**config.mk**
```make
export PLATFORM = sky130hd
export DESIGN_NAME = pns_back
export DESIGN_NICKNAME = d
export VERILOG_FILES = /design/src/hw/rtl/pns_pkg.sv /design/src/hw/rtl/pns_back.sv
export VERILOG_INCLUDE_DIRS = /design/src /design/src/hw/rtl
export SDC_FILE = /design/constraint.sdc
export NUM_CORES = 2
export LEC_CHECK = 0
export BUFFER_PORTS_ARGS = -buffer_cell sky130_fd_sc_hd__buf_2
export CORE_MARGIN = 1
export CORE_UTILIZATION = 26
export CTS_CLUSTER_SIZE = 25
export DETAILED_ROUTE_END_ITERATION = 8
export SLEW_MARGIN = 10
export SYNTH_ARGS = -nofsm -noshare
export SYNTH_HDL_FRONTEND = slang
export SYNTH_SLANG_ARGS = --single-unit
```
**constraint.sdc**
```tcl
create_clock -name clk_i -period 15.45 [get_ports clk_i]
set_input_delay 0.7725 -clock clk_i [delete_from_list [all_inputs] [get_ports clk_i]]
set_output_delay 0.7725 -clock clk_i [all_outputs]
set_load 0.03 [all_outputs]
```
**src/hw/rtl/polygon_normal_shade_macros.svh**
```systemverilog
// Assertion macros for the polygon normal block
`ifndef POLYGON_NORMAL_SHADE_MACROS_SVH
`define POLYGON_NORMAL_SHADE_MACROS_SVH
// Implication checked every clock, off in reset
`define PNS_ASSERT_IMP(lbl, clk, rstn, a, b) \
  lbl: assert property (@(posedge clk) disable iff (!rstn) (a) |-> (b)) \
    else $error("assertion failed");
// Next-cycle implication
`define PNS_ASSERT_NXT(lbl, clk, rstn, a, b) \
  lbl: assert property (@(posedge clk) disable iff (!rstn) (a) |=> (b)) \
    else $error("assertion failed");
`endif

```
**src/hw/rtl/pns_pkg.sv**
```systemverilog
// Shared types and constants for the polygon normal block
package pns_pkg;

  localparam int unsigned CoordW = 16;
  localparam int unsigned SumW  = 40;
  localparam int unsigned NormW = 16;
  localparam int unsigned MagW  = 31;
  localparam int unsigned SqW   = 64;
  localparam int unsigned RootW = 32;

  typedef struct packed {
    logic signed [15:0] vertex_x;
    logic signed [15:0] vertex_y;
    logic signed [15:0] vertex_z;
    logic               last_vertex;
  } vtx_t;

  typedef struct packed {
    logic signed [15:0] normal_x;
    logic signed [15:0] normal_y;
    logic signed [15:0] normal_z;
    logic [7:0]         shade_red;
    logic [7:0]         shade_green;
    logic [7:0]         shade_blue;
    logic               degenerate;
  } res_t;

  typedef struct packed {
    logic signed [SumW-1:0] sx;
    logic signed [SumW-1:0] sy;
    logic signed [SumW-1:0] sz;
  } sums_t;

  typedef enum logic [5:0] {
    S_IDLE = 6'b000001,
    S_NORM = 6'b000010,
    S_SQ   = 6'b000100,
    S_ROOT = 6'b001000,
    S_DIV  = 6'b010000,
    S_OUT  = 6'b100000
  } back_state_e;

  function automatic logic [7:0] shade_of(logic signed [NormW-1:0] q);
    logic signed [31:0] t;
    t = 32'(signed'(q)) + 32'sd16384;
    t = t * 32'sd255 + 32'sd16384;
    return t[22:15];
  endfunction

endpackage

```
**src/hw/rtl/pns_back.sv**
```systemverilog
// Back part: normalises sums by an iterative root and divide, emits the result
module pns_back (
  input  logic           clk_i,
  input  logic           rst_ni,
  input  logic           empty_i,
  input  pns_pkg::sums_t sums_i,
  output logic           pop_o,
  output logic           valid_o,
  output pns_pkg::res_t  res_o
);
  `include "polygon_normal_shade_macros.svh"
  localparam int unsigned SW = pns_pkg::SumW;
  localparam int unsigned MW = pns_pkg::MagW;
  localparam int unsigned QW = pns_pkg::SqW;
  localparam int unsigned RW = pns_pkg::RootW;
  localparam int unsigned DW = MW + 15;
  localparam int unsigned NormWLoc = pns_pkg::NormW;

  pns_pkg::back_state_e st_q, st_d;
  logic [2:0] sgn_q;
  logic [SW-1:0] m0_q, m1_q, m2_q;
  logic [MW-1:0] a_q [3];
  logic [QW-1:0] sq_q, rem_q;
  logic [RW-1:0] root_q;
  logic [5:0] cnt_q;
  logic [1:0] ci_q;
  logic [DW-1:0] num_q;
  logic [DW-1:0] quo_q;
  logic [DW:0] drem_q;
  logic signed [NormWLoc-1:0] n_q [3];
  logic deg_q;

  logic [SW-1:0] mx;
  logic [5:0] len;
  logic [QW+1:0] rtry;
  logic [QW-1:0] rnew;
  logic [DW:0] dsub;
  logic [NormWLoc-1:0] cq;

  always_comb begin
    mx = m0_q;
    if (m1_q > mx) mx = m1_q;
    if (m2_q > mx) mx = m2_q;
    len = '0;
    for (int i = 0; i < SW; i++) if (mx[i]) len = 6'(i + 1);
  end

  // one root bit per step, from the top
  always_comb begin
    rnew = {rem_q[QW-3:0], sq_q[QW-1:QW-2]};
    rtry = (QW+2)'(rnew) - (QW+2)'({root_q, 2'b01});
  end

  assign dsub = {drem_q[DW-1:0], num_q[DW-1]} - (DW+1)'(root_q);
  assign cq = (quo_q > DW'(16384)) ? NormWLoc'(16384) : NormWLoc'(quo_q);

  always_comb begin
    st_d = st_q;
    case (st_q)
      pns_pkg::S_IDLE: if (!empty_i) st_d = pns_pkg::S_NORM;
      pns_pkg::S_NORM: st_d = (len == '0) ? pns_pkg::S_OUT : pns_pkg::S_SQ;
      pns_pkg::S_SQ:   if (ci_q == 2'd2) st_d = pns_pkg::S_ROOT;
      pns_pkg::S_ROOT: if (cnt_q == 6'd31) st_d = pns_pkg::S_DIV;
      pns_pkg::S_DIV:  if (cnt_q == 6'(DW + 1) && ci_q == 2'd2) st_d = pns_pkg::S_OUT;
      pns_pkg::S_OUT:  st_d = pns_pkg::S_IDLE;
      default:         st_d = pns_pkg::S_IDLE;
    endcase
  end

  assign pop_o   = (st_q == pns_pkg::S_IDLE) && !empty_i;
  assign valid_o = (st_q == pns_pkg::S_OUT);

  always_ff @(posedge clk_i or negedge rst_ni) begin
    if (!rst_ni) st_q <= pns_pkg::S_IDLE;
    else st_q <= st_d;
  end

  always_ff @(posedge clk_i) begin
    case (st_q)
      pns_pkg::S_IDLE: begin
        sgn_q <= {sums_i.sz[SW-1], sums_i.sy[SW-1], sums_i.sx[SW-1]};
        m0_q <= sums_i.sx[SW-1] ? SW'(-sums_i.sx) : SW'(sums_i.sx);
        m1_q <= sums_i.sy[SW-1] ? SW'(-sums_i.sy) : SW'(sums_i.sy);
        m2_q <= sums_i.sz[SW-1] ? SW'(-sums_i.sz) : SW'(sums_i.sz);
        sq_q <= '0; ci_q <= '0;
      end
      pns_pkg::S_NORM: begin
        deg_q <= (len == '0);
        for (int i = 0; i < 3; i++) begin
          n_q[i] <= '0;
        end
        if (len > 6'd30) begin
          a_q[0] <= MW'(m0_q >> (len - 6'd30));
          a_q[1] <= MW'(m1_q >> (len - 6'd30));
          a_q[2] <= MW'(m2_q >> (len - 6'd30));
        end else begin
          a_q[0] <= MW'(m0_q << (6'd30 - len));
          a_q[1] <= MW'(m1_q << (6'd30 - len));
          a_q[2] <= MW'(m2_q << (6'd30 - len));
        end
      end
      pns_pkg::S_SQ: begin
        sq_q <= sq_q + QW'(a_q[ci_q] * a_q[ci_q]);
        ci_q <= (ci_q == 2'd2) ? 2'd0 : ci_q + 2'd1;
        rem_q <= '0; root_q <= '0; cnt_q <= '0;
      end
      pns_pkg::S_ROOT: begin
        sq_q <= {sq_q[QW-3:0], 2'b00};
        if (!rtry[QW+1]) begin
          rem_q <= QW'(rtry); root_q <= {root_q[RW-2:0], 1'b1};
        end else begin
          rem_q <= rnew; root_q <= {root_q[RW-2:0], 1'b0};
        end
        cnt_q <= (cnt_q == 6'd31) ? 6'd0 : cnt_q + 6'd1;
        if (cnt_q == 6'd31) begin
          ci_q <= '0;
        end
      end
      pns_pkg::S_DIV: begin
        if (cnt_q == 6'd0) begin
          num_q <= (DW'(a_q[ci_q]) << 14) + DW'(root_q >> 1);
          drem_q <= '0; quo_q <= '0;
          cnt_q <= 6'd1;
        end else if (cnt_q <= 6'(DW)) begin
          num_q <= {num_q[DW-2:0], 1'b0};
          if (!dsub[DW]) begin
            drem_q <= dsub; quo_q <= {quo_q[DW-2:0], 1'b1};
          end else begin
            drem_q <= {drem_q[DW-1:0], num_q[DW-1]}; quo_q <= {quo_q[DW-2:0], 1'b0};
          end
          cnt_q <= cnt_q + 6'd1;
        end else begin
          n_q[ci_q] <= sgn_q[ci_q] ? -signed'(cq) : signed'(cq);
          ci_q <= ci_q + 2'd1;
          cnt_q <= 6'd0;
        end
      end
      default: ;
    endcase
  end

  always_comb begin
    res_o.normal_x    = n_q[0];
    res_o.normal_y    = n_q[1];
    res_o.normal_z    = n_q[2];
    res_o.shade_red   = pns_pkg::shade_of(n_q[0]);
    res_o.shade_green = pns_pkg::shade_of(n_q[1]);
    res_o.shade_blue  = pns_pkg::shade_of(n_q[2]);
    res_o.degenerate  = deg_q;
  end

  `PNS_ASSERT_NXT(a_out_one, clk_i, rst_ni, valid_o, !valid_o)
  `PNS_ASSERT_NXT(a_pop_norm, clk_i, rst_ni, pop_o, st_q == pns_pkg::S_NORM)
  `PNS_ASSERT_IMP(a_deg_zero, clk_i, rst_ni, valid_o && res_o.degenerate,
                  res_o.normal_x == '0)
endmodule

```
==> metrics.txt <==
buffers from clock root to sink, at most=3; Critical Path Max Stage Delay=0.93 ns; clock insertion delay at the later pin of the skew report=just over 0.7 ns; Fill cells=32668; total global routing track utilization=0.1549; Die Span X=561.2 um; post-synth top area share=0.2563; cell class contributing the biggest share of worst-path delay=adder cells; logic depth of the worst register-to-register path=34; worst hold path startpoint=sums_i[80]; mean number of vias per cell=4.929; dominant cell type by area after synthesis=fa_1; Top cell by count, worst path=fa_1; CTS sink cnt=577; global-route wire length before repair=roughly 380 mm; number of core rows=204; proportion of synthesized chip area in sequential cells=0.2125; First DRT Iteration DRCs=6064; clock period minus final worst setup slack=11.50 ns; clock-pin slew reported for the worst setup and hold paths after clock tree synthesis=around 0.070 ns; Boundary Pins=198; slew margin rel.=0.2191; highest net fanout along the worst path=31; number of remaining DRC errors=0; final net count=roughly 10000; most frequent cells after synthesis=inv_1 (1541), fa_1 (1041), nor2_1 (760), nand2_1 (698), ha_1 (595); Yosys Warn Count=0; area delta synth->final=9.452%; area of the core=309900 um^2; worst path buffer plus inverter count=7; number of synthesized register bits=between 500 and 600; capture point of the worst reg-to-reg path=sq_q[63]; initial standard-cell utilization of the core=0.2624; summed area of non-filler cells in the final layout=88990 um^2; final global-route overflow total=0; layout cells sized above 1=0.07413; number of global-route vias before repair=approximately 63000; setup repair after global routing missed its margin=no; status=completed; antenna violations before repair=10; hold-critical path endpoint=m0_q[0]; number of instances in the synthesized netlist=8612; share of the clock period used by the worst path=0.7440; data arrival time at the worst-slack endpoint=11.93 ns; Antenna Violating Nets Remaining=0; Port Buffers=197; type of destination of the critical path=flop; transition time of the tightest slew-check pin=1.169 ns; Hold Violations, Final=0; path type of the worst min-delay path=in -> reg; Placed Area=86670 um^2; pin count of the biggest net entering global routing=~120; worst-case register-to-register setup slack=between 3 and 4 ns; Req. time, crit path=15.89 ns; most used flip-flop cell after synthesis=edfxtp_1; average footprint of a synthesized cell=9.441 um^2; post-CTS setup buffer count=0; net count after synthesis=10371; MaxCap Viol Count=0; detailed-route wire length per cell=19.22 um; most instantiated library cell after synthesis=inv_1; startpoint type of the worst setup path=flop; post-DP HPWL=192.6 mm; total vias in the final route=62980; clk_skew=0.04929 ns; tightest hold margin=approximately 0.31 ns; fraction of registers with async set or reset after synthesis=0.01040; area enclosed by the die boundary=315000 um^2; CTS root buffer=clkbuf_16; startpoint-to-endpoint class of the critical path=reg -> reg; final weighted congestion in routability-driven placement=1.011; slowest CP cell=dfxtp_2; H-tree depth reported by CTS=3; clock tree from TritonCTS=done; number of search-and-repair iterations in the first detailed-routing pass=8; Final Slew Violations=0; Unique masters post-synth=106; most area-consuming cells after synthesis=fa_1 (26%), edfxtp_1 (21%), ha_1 (9.2%); mapped cell area=81310 um^2; number of flops mapped to enable cells by yosys=569; total length of routed wires=~250 mm; final setup fails=0; peak clock frequency supported by timing=slightly below 90 MHz; number of buffers created by CTS=67; setup total negative slack=0 ns; Die Span Y=between 500 and 600 um; depth of the worst hold-timing path=1
## metrics by stage
| stage | util | instances | setup WS [ns] |
|---|---|---|---|
| after floorplan | - | 8612 | 3.505 |
| after global placement | 0.2797 | 12646 | 4.194 |
| after detailed placement | 0.2797 | 12646 | 4.029 |
| after CTS | 0.2871 | 12767 | 4.021 |
| after global routing | 0.2872 | 12777 | 3.427 |
| final | 0.2872 | 12778 | 3.954 |
## repair_timing
item,4_1_cts,5_1_grt
resized for setup,0,0
hold buffers,1,0
hold endpoints to repair,5,0
## worst max path at each step
| stage | to | slack [ns] | cells after the start |
|---|---|---|---|
| after detailed placement | sq_q[63] | 4.03 | 34 |
| after CTS | sq_q[63] | 4.02 | 34 |
| after floorplan | sq_q[0] | 3.50 | 4 |
| after global placement | sq_q[63] | 4.19 | 35 |
| final | sq_q[63] | 3.95 | 34 |
| after global routing | sq_q[59] | 3.43 | 34 |
## area by class of cell
class / count / area [um^2] / share of cell area
multi-input cells: 6094 / 56610 / 0.6361
flip-flops and latches: 577 / 17280 / 0.1942
inverters: 1556 / 5849 / 0.06573
well taps: 4120 / 5155 / 0.05793
clock inverters: 46 / 584.3 / 0.006566
repair buffers: 300 / 1787 / 0.02008
clock buffers: 74 / 1703 / 0.01914
diodes: 11 / 27.53 / 0.0003093
## cell usage in the layout (no fill, tap or decap), drive strengths merged, types with 238 or more instances in the layout
master / n
xnor2: 238
ha: 595
nand2: 701
fa: 1041
o21ai: 372
inv: 1551
buf: 299
edfxtp: 569
nor2: 762
a21oi: 384
mux2i: 398
## logic make-up (layout without fill, tap and decap cells)
group,after synthesis,in the layout,synth area share
flip-flops,577,577,0.2125
adder cells (fa/ha/maj),1636,1636,0.3479
AO/OA/AOI/OAI,1431,1431,0.1119
multiplexers,551,551,0.07997
XOR/XNOR,325,325,0.03501
buffers and inverters,1941,1976,0.09328
other,0,11,0
AND/OR/NAND/NOR,2151,2151,0.1195
## layer usage
metal,global-route usage,routed length (um),up-vias
li1,-,-,28690
met1,0.2146,106200,30865
met2,0.2361,106300,2878
met3,0.03424,23430,537
met4,0.05520,9668,10
met5,0,92,-
## worst register-to-register path: cells and delay by family, from the launching register on
| kind | cells | cell delay, ns |
|---|---|---|
| multiplexers | 2 | 0.41 |
| AND/OR/NAND/NOR | 3 | 0.50 |
| adder cells (fa/ha/maj) | 9 | 4.14 |
| buffers and inverters | 7 | 1.21 |
| flip-flops | 1 | 0.93 |
| AO/OA/AOI/OAI | 13 | 4.08 |
## state kept, by name, summed over array words and instances, names as in the netlist, 40 cells and up, named ones only
signal  cells
a_q        93
drem_q     46
m0_q       40
m1_q       40
m2_q       40
n_q        48
num_q      46
quo_q      46
rem_q      62
sq_q       64
Power is not shown: default switching activity piles up to over one toggle a cycle in this logic, so the estimate is an artifact.
