`src/hw/rtl/polygon_normal_shade_macros.svh`:
```
// Assertion macros for the polygon normal block
`ifndef POLYGON_NORMAL_SHADE_MACROS_SVH
`define POLYGON_NORMAL_SHADE_MACROS_SVH
// Implication checked every clock, off in reset
`define PNS_ASSERT_IMP(lbl, clk, rstn, a, b) \
  lbl: assert property (@(posedge clk) disable iff (!rstn) (a) |-> (b)) \
    else $error("assertion failed");
// Next-cycle implication
`define PNS_ASSERT_NXT(lbl, clk, rstn, a, b) \
  lbl: assert property (@(posedge clk) disable iff (!rstn) (a) |=> (b)) \
    else $error("assertion failed");
`endif

```
`src/hw/rtl/pns_pkg.sv`:
```
// Shared types and constants for the polygon normal block
package pns_pkg;

  localparam int unsigned CoordW = 16;
  localparam int unsigned SumW  = 40;
  localparam int unsigned NormW = 16;
  localparam int unsigned MagW  = 31;
  localparam int unsigned SqW   = 64;
  localparam int unsigned RootW = 32;

  typedef struct packed {
    logic signed [15:0] vertex_x;
    logic signed [15:0] vertex_y;
    logic signed [15:0] vertex_z;
    logic               last_vertex;
  } vtx_t;

  typedef struct packed {
    logic signed [15:0] normal_x;
    logic signed [15:0] normal_y;
    logic signed [15:0] normal_z;
    logic [7:0]         shade_red;
    logic [7:0]         shade_green;
    logic [7:0]         shade_blue;
    logic               degenerate;
  } res_t;

  typedef struct packed {
    logic signed [SumW-1:0] sx;
    logic signed [SumW-1:0] sy;
    logic signed [SumW-1:0] sz;
  } sums_t;

  typedef enum logic [5:0] {
    S_IDLE = 6'b000001,
    S_NORM = 6'b000010,
    S_SQ   = 6'b000100,
    S_ROOT = 6'b001000,
    S_DIV  = 6'b010000,
    S_OUT  = 6'b100000
  } back_state_e;

  function automatic logic [7:0] shade_of(logic signed [NormW-1:0] q);
    logic signed [31:0] t;
    t = 32'(signed'(q)) + 32'sd16384;
    t = t * 32'sd255 + 32'sd16384;
    return t[22:15];
  endfunction

endpackage

```
`src/hw/rtl/pns_queue.sv`:
```
// Two-entry queue of polygon sums between front and back
module pns_queue (
  input  logic           clk_i,
  input  logic           rst_ni,
  input  logic           push_i,
  input  pns_pkg::sums_t data_i,
  output logic           full_o,
  input  logic           pop_i,
  output logic           empty_o,
  output pns_pkg::sums_t data_o
);
  `include "polygon_normal_shade_macros.svh"

  pns_pkg::sums_t mem_q [2];
  logic wp_q, rp_q;
  logic [1:0] cnt_q;

  assign full_o  = (cnt_q == 2'd2);
  assign empty_o = (cnt_q == 2'd0);
  assign data_o  = mem_q[rp_q];

  always_ff @(posedge clk_i or negedge rst_ni) begin
    if (!rst_ni) begin
      wp_q <= 1'b0; rp_q <= 1'b0; cnt_q <= '0;
    end else begin
      if (push_i) wp_q <= ~wp_q;
      if (pop_i) rp_q <= ~rp_q;
      cnt_q <= cnt_q + 2'(push_i) - 2'(pop_i);
    end
  end

  always_ff @(posedge clk_i) begin
    if (push_i) mem_q[wp_q] <= data_i;
  end

  `PNS_ASSERT_IMP(a_no_overflow, clk_i, rst_ni, push_i, !full_o)
  `PNS_ASSERT_IMP(a_no_underflow, clk_i, rst_ni, pop_i, !empty_o)
  `PNS_ASSERT_IMP(a_cnt_range, clk_i, rst_ni, 1'b1, cnt_q != 2'd3)
endmodule

```
`config.mk`:
```
export PLATFORM = sky130hd
export DESIGN_NAME = pns_queue
export DESIGN_NICKNAME = d
export VERILOG_FILES = /design/src/hw/rtl/pns_pkg.sv /design/src/hw/rtl/pns_queue.sv
export VERILOG_INCLUDE_DIRS = /design/src /design/src/hw/rtl
export SDC_FILE = /design/constraint.sdc
export NUM_CORES = 1
export LEC_CHECK = 0
export BUFFER_PORTS_ARGS = -buffer_cell sky130_fd_sc_hd__buf_2
export CAP_MARGIN = 30
export CORE_MARGIN = 3
export CORE_UTILIZATION = 35
export CTS_CLUSTER_SIZE = 10
export DETAILED_ROUTE_END_ITERATION = 10
export GPL_TIMING_DRIVEN = 0
export SLEW_MARGIN = 20
export SYNTH_ARGS = -nofsm -noshare
export SYNTH_HDL_FRONTEND = slang
export SYNTH_SLANG_ARGS = --single-unit
```
`constraint.sdc`:
```
create_clock -name clk_i -period 6.1 [get_ports clk_i]
set_input_delay 0.915 -clock clk_i [delete_from_list [all_inputs] [get_ports clk_i]]
set_output_delay 0.915 -clock clk_i [all_outputs]
set_load 0.01 [all_outputs]
```
==> flow_metrics.py, run 1 <==
metrics = {
    "clock_network": {
        "clk_path_buf_depth": 3,
        "cts_root_buf": "clkbuf_16",
        "cts_hold_buf": 0,
        "clk_pin_slew_ns": 0.05,
        "htreeDepth": 1,
        "cts_resized": 0,
        "clock-sinks": 244,
        "clk_latency_ns": 0.52,
        "cts_tree": "yes",
        "cts_buffers": 29,
        "post_cts_buffers": 0,
    },
    "floorplan": {
        "fp.coreArea_sq_um": 24600,
        "rows": 57,
        "ios": 246,
        "dieArea_sq_um": 27300,
        "die_y_um": 165,
        "die_x_um": 165,
        "start_util_pct": 36.1,
    },
    "finish": {
        "nets": 798,
        "final_cells": 1011,
        "mostFrequentLayoutCells": "buf_2 (248), edfxtp_1 (240), mux2_2 (120), clkbuf_16 (29), clkbuf_1 (11)",
        "final_common_cell": "buf_2",
        "syn2layout_area_growth_pct": 30.5,
        "nFillCells": 2121,
        "drive_gt1_share_pct": 61.2,
    },
    "pwr": {
        "leakage_nw": 4.37,
        "powerDensity_nw_per_um2": 468,
        "irDropWorstVdd_mv": 0.305,
    },
    "worst_setup_path": {
        "cp_num_buf_inv": 3,
        "worstSetupEndpointType": "output pin",
        "r2r_cells": 4,
        "critPathRequiredTime_ns": 5.18,
        "crit_chain": "buf_4 -> buf_6 -> mux2_2 -> buf_2",
        "reg2reg_slack_ns": 4.28,
        "startpoint_type": "flop",
        "rr_startpoint": "wp_q",
        "r2r_end": "mem_q[0][3]",
        "cpPeakStageDelay_ns": 0.39,
        "cp_top_family": "buffers and inverters",
        "cpMaxStageDelayCell": "dfrtp_1",
        "worst-setup-path-type": "reg2out",
        "crit_fanout": 10,
        "worstPathArrival_ns": 1.91,
    },
    "synthesis": {
        "postSynthNetCount": 514,
        "syn_area_sq_um": 8880,
        "synth_top_family_by_area": "multiplexers",
        "synthMuxAreaShare_pct": 15.2,
        "yosysUniqueCellTypes": 13,
        "synth-compound-area-share_pct": 0,
        "avgSynthCellArea_sq_um": 22.9,
        "synthCells": 388,
        "yosysWarnings": 0,
        "yosys_register_bits": 244,
        "synthXorXnorAreaFrac_pct": 0.465,
        "synth_simple_gate_area_share_pct": 0.254,
        "synth_fa_ha_area_share_pct": 0.282,
        "seq_area_frac_synth_pct": 82.3,
    },
    "timing": {
        "layout_worst_path_cycle_share_pct": 46.3,
        "fin_crit_ns": 2.82,
        "drv_slew": 0,
        "fin_skew_ns": 0.0159,
        "hold_violations": 0,
        "worst_pin_slew_ns": 0.559,
        "setup_slack_ns": 3.28,
        "setup-tns-final_ns": 0,
        "max_freq_mhz": 354,
        "relSlewSlack_pct": 62.7,
        "setup_violations": 0,
        "rsz0062_at_grt": "no",
    },
    "global_route": {
        "busiest_layer": "met2",
        "grtUsageMet1_pct": 13.8,
        "overflow": 0,
        "grt_use_total_pct": 12.2,
        "first_global_vias": 4790,
        "antenna_found_initial": 3,
        "gr-usage-met3_pct": 4.86,
        "grt_pass1_wl_mm": 25.9,
        "grt_util_met2_pct": 21.4,
        "grt_start_max_net_pins": 56,
    },
    "detailed_routing": {
        "drt_first_pass_iters": 4,
        "wirelength_mm": 17.5,
        "vias_per_cell": 4.48,
        "drcViolationCount": 0,
        "ant_nets": 0,
        "vias": 4532,
        "wl_per_cell_um": 17.4,
        "first_iter_violations": 181,
    },
    "job": {
        "maxCapViolations": 0,
    },
    "placement": {
        "dp_hpwl_mm": 12.3,
        "dp_slack_ns": 3.59,
        "port_buffers": 245,
        "finalWeightedCongestion": 0.738,
        "placed_cells": 965,
    },
    "worst_hold_path": {
        "hp-class": "in2async",
    },
    "outcome": {
        "outcome": "completed",
    },
}
sequential cells by signal (all words and copies together), names as in the netlist:
register,cells
cnt_q,2
wp_q,1
mem_q,240
rp_q,1
layer usage:
| metal | routed length [um] | up-vias |
|---|---|---|
| met5 | 27 | - |
| met1 | 6670 | 2209 |
| met3 | 1700 | 33 |
| met4 | 400 | 4 |
| met2 | 8740 | 176 |
| li1 | - | 2110 |
cell type report:
type	count	area, sq um	share of cell area, %
inverter	2	7.51	0.0648
clock inverter	4	67.6	0.583
buffer	13	124	1.07
multi-input combinational	129	1450	12.5
sequential	244	7310	63.1
timing repair buffer	253	1440	12.4
clock buffer	41	781	6.74
tap	324	405	3.50
antenna	1	2.50	0.0216
Yosys cell counts:
library cell,number,area [sq um]
edfxtp_1,240,7210
mux2_2,120,1350
buf_6,9,101
dfrtp_1,4,100
buf_2,3,15.0
ha_1,2,25.0
inv_1,2,7.51
nor2b_1,2,12.5
xor2_1,2,17.5
and2_1,1,6.26
buf_4,1,7.51
nor2_1,1,3.75
xor3_1,1,23.8
per-stage QoR:
| step | util, % | hold slack (ns) | cell area [sq um] | power, mW |
|---|---|---|---|---|
| global route | 47.1 | 0.166 | 11600 | 5.72 |
| CTS | 47.1 | 0.159 | 11600 | 5.53 |
| global placement | 42.7 | 0.486 | 10500 | 3.89 |
| floorplan | - | 0.473 | 8880 | 3.31 |
| finish | 47.1 | 0.190 | 11600 | 5.42 |
| detailed placement | 43.6 | 0.560 | 10700 | 3.96 |
worst register-to-register path, stage by stage (launching register included):
cell,delay [ns]
dfrtp_1,0.42
nor2b_4,0.49
buf_16,0.23
buf_16,0.17
buf_16,0.19
cells by family (layout without fill, tap and decap cells):
family / count (synthesis) / in the layout
multiplexers: 120 / 120
other: 0 / 1
flip-flops: 244 / 244
AND/OR/NAND/NOR: 4 / 4
XOR/XNOR: 3 / 3
buffers and inverters: 15 / 313
adder cells (fa/ha/maj): 2 / 2
power by group:
group / switching (mW) / total (mW) / internal (mW)
logic: 0.816 / 1.59 / 0.775
registers: 0.0723 / 2.29 / 2.22
clock network: 0.580 / 1.54 / 0.955
worst max path at each step:
| stage | slack, ns | end | depth (start not counted) | startpoint |
|---|---|---|---|---|
| 3_5_place_dp | 3.59 | mem_q[0][50] | 5 | push_i |
| 4_1_cts | 3.20 | data_o[73] | 4 | rp_q |
| 3_3_place_gp | -0.07 | mem_q[0][95] | 2 | push_i |
| 5_1_grt | 3.17 | data_o[72] | 4 | rp_q |
| 2_1_floorplan | 1.62 | mem_q[0][0] | 1 | push_i |
| 6_report | 3.28 | data_o[73] | 4 | rp_q |
Note: power is estimated with default switching activity, not from simulation.
==> inputs of run 2 (changes only) <==
ABC_AREA = 1   (was default)
clock period = 2.85 ns   (was 6.1 ns; I/O delays follow)
==> run 2 against run 1 <==
  * First-iteration DRC count grew 44%
  * Clock skew up 0.00059 ns
  * Setup slack lost 2.7 ns
  * Sequential share of layout area fell by 3.1 points
  * Cell area increased by 5.2%
  * Core utilization shrank 0.70 points
  * Total power increased by 130%
  * Global-route usage grew 1.3 points
  * Hold slack got worse by 0.12 ns
  * Routed wire length up 16%
  * Sequential cell count did not move
  * Largest cell class unchanged
  * Largest power group unchanged
==> flow_metrics.py, run 2 <==
metrics = {
    "synthesis": {
        "netlist_top_cells_area": "edfxtp_1 (76%), o21ai_2 (6.5%), inv_1 (5.0%), nand2_1 (5.0%), o21ai_0 (2.2%)",
        "yosysUniqueCellTypes": 16,
        "synthCells": 652,
        "synth_top_area_cell": "edfxtp_1",
        "synth_common_cells": "edfxtp_1 (240), inv_1 (127), nand2_1 (126), o21ai_2 (70), o21ai_0 (41)",
        "ys.flop_type": "edfxtp_1",
        "postSynthNetCount": 778,
        "synth_edf_count": 240,
        "yosys_register_bits": 244,
        "async_flop_share_pct": 1.64,
        "seq_area_frac_synth_pct": 77.3,
        "yosysMostFrequentCell": "edfxtp_1",
        "synth_top_area_share_pct": 76.2,
        "syn_area_sq_um": 9450,
        "yosysWarnings": 0,
        "avgSynthCellArea_sq_um": 14.5,
    },
    "global_route": {
        "first_global_vias": 5743,
        "grt_pass1_wl_mm": 30.7,
        "grt_use_total_pct": 13.5,
        "antenna_found_initial": 3,
        "overflow": 0,
        "grt_start_max_net_pins": 32,
    },
    "worst_setup_path": {
        "startpoint_type": "flop",
        "worst-setup-path-type": "reg2out",
        "crit_fanout": 10,
        "critPathRequiredTime_ns": 2.42,
        "r2r_cells": 4,
        "r2r_end": "mem_q[1][71]",
        "reg2reg_slack_ns": 1.01,
        "worstSetupEndpointType": "output pin",
        "cpMaxStageDelayCell": "clkbuf_1",
        "cp_num_buf_inv": 3,
        "rr_startpoint": "wp_q",
        "startpoint": "rp_q",
        "worstPathArrival_ns": 1.87,
        "cp_top_family": "buffers and inverters",
        "crit_chain": "buf_6 -> clkbuf_1 -> o21ai_0 -> buf_2",
        "cpPeakStageDelay_ns": 0.46,
    },
    "floorplan": {
        "die_x_um": 170,
        "rows": 59,
        "dieArea_sq_um": 29000,
        "start_util_pct": 36.0,
        "fp.coreArea_sq_um": 26300,
        "die_y_um": 170,
        "ios": 246,
    },
    "finish": {
        "largest_reg_flops": 240,
        "mostFrequentLayoutCells": "buf_2 (245), edfxtp_1 (240), inv_1 (126), nand2_1 (126), o21ai_2 (70)",
        "regMostFlops": "mem_q",
        "drive_gt1_share_pct": 39.9,
        "largestRegisters": "mem_q: 240 flops, cnt_q: 2 flops",
        "fin_util_pct": 46.4,
        "nets": 1065,
        "syn2layout_area_growth_pct": 28.9,
        "final_common_cell": "buf_2",
    },
    "pwr": {
        "power_mw": 12.5,
        "leakage_nw": 5.18,
        "powerDensity_nw_per_um2": 1030,
        "irDropWorstVdd_mv": 0.664,
    },
    "detailed_routing": {
        "ant_nets": 0,
        "vias": 5703,
        "drcViolationCount": 0,
        "vias_per_cell": 4.42,
        "wirelength_mm": 20.3,
        "wl_per_cell_um": 15.7,
        "first_iter_violations": 260,
        "drt_first_pass_iters": 4,
    },
    "placement": {
        "port_buffers": 245,
        "dp_hpwl_mm": 14.2,
        "finalWeightedCongestion": 0.703,
    },
    "timing": {
        "hold_violations": 0,
        "drv_slew": 0,
        "setup_violations": 0,
        "setup-tns-final_ns": 0,
        "relSlewSlack_pct": 62.0,
        "fin_crit_ns": 2.30,
        "holdWs_ns": 0.0729,
        "max_freq_mhz": 435,
        "fin_skew_ns": 0.0165,
        "rsz0062_at_grt": "no",
        "worst_pin_slew_ns": 0.570,
        "layout_worst_path_cycle_share_pct": 80.6,
    },
    "clock_network": {
        "cts_hold_buf": 1,
        "clk_path_buf_depth": 3,
        "cts_root_buf": "clkbuf_16",
        "clock-sinks": 244,
        "cts_tree": "yes",
        "cts_resized": 0,
        "cts_buffers": 29,
        "clk_latency_ns": 0.54,
        "post_cts_buffers": 0,
        "clk_pin_slew_ns": 0.06,
        "htreeDepth": 1,
    },
    "outcome": {
        "outcome": "completed",
    },
    "worst_hold_path": {
        "min_to": "mem_q[0][9]",
        "holdPathStages": 1,
        "hp-class": "in2reg",
        "hold_start": "data_i[9]",
    },
    "job": {
        "maxCapViolations": 0,
    },
}
run 2: cell types whose count changed after synthesis, moves of 9 or more:
cell | before | now
inv_1 | 2 | 127
nand2_1 | 0 | 126
o21ai_2 | 0 | 70
o21ai_0 | 0 | 41
mux2_2 | 120 | 0
o21ai_1 | 0 | 9
run 2: worst reg2reg max path: cells and delay by family (launching register included):
family	cells	cell delay, ns
flip-flops	1	0.42
buffers and inverters	3	1.02
AND/OR/NAND/NOR	1	0.12
run 2: through the flow:
stage	instance area (sq um)	setup slack, ns	cells
global placement	11100	-1.26	1232
floorplan	9470	0.175	652
finish	12200	0.552	1291
global route	12200	0.348	1290
detailed placement	11300	0.857	1242
CTS	12200	0.483	1289
run 2: worst max path at each step:
stage                    to  slack, ns  cells past startpoint
4_1_cts          data_o[47]       0.48                      4
3_5_place_dp   mem_q[1][61]       0.86                      5
3_3_place_gp   mem_q[1][67]      -1.26                      3
6_report         data_o[47]       0.55                      4
2_1_floorplan   mem_q[1][0]       0.17                      2
5_1_grt          data_o[47]       0.35                      4
run 2: cell type report:
| class | count | area [sq um] |
|---|---|---|
| Antenna cell | 2 | 5.00 |
| Buffer | 27 | 275 |
| Clock buffer | 43 | 778 |
| Clock inverter | 3 | 47.5 |
| Fill cell | 2317 | 14100 |
| Inverter | 127 | 480 |
| Multi-Input combinational cell | 254 | 1400 |
| Sequential cell | 244 | 7310 |
| Tap cell | 335 | 419 |
| Timing Repair Buffer | 256 | 1470 |
run 2: cells by family after synthesis:
group | synth area share [%]
AOI/OAI and AO/OA | 9.13
xor gates and xnor gates | 0.185
adders and majority gates | 0.265
buffers and inverters | 7.95
DFF | 77.3
and+or+nand+nor | 5.17
run 2: where the power goes:
group / internal [mW] / switching, mW / total, mW
combinational: 1.68 / 2.66 / 4.34
sequential: 4.75 / 0.152 / 4.91
clock: 1.95 / 1.30 / 3.25
total: 8.38 / 4.11 / 12.5
run 2: per-layer routing:
metal	up-vias	track usage, %	part of all wire [%]
met5	-	0	0.11
li1	2786	-	-
met3	38	5.41	9.9
met2	194	22.2	47
met1	2681	16.5	41
met4	4	3.81	2.4
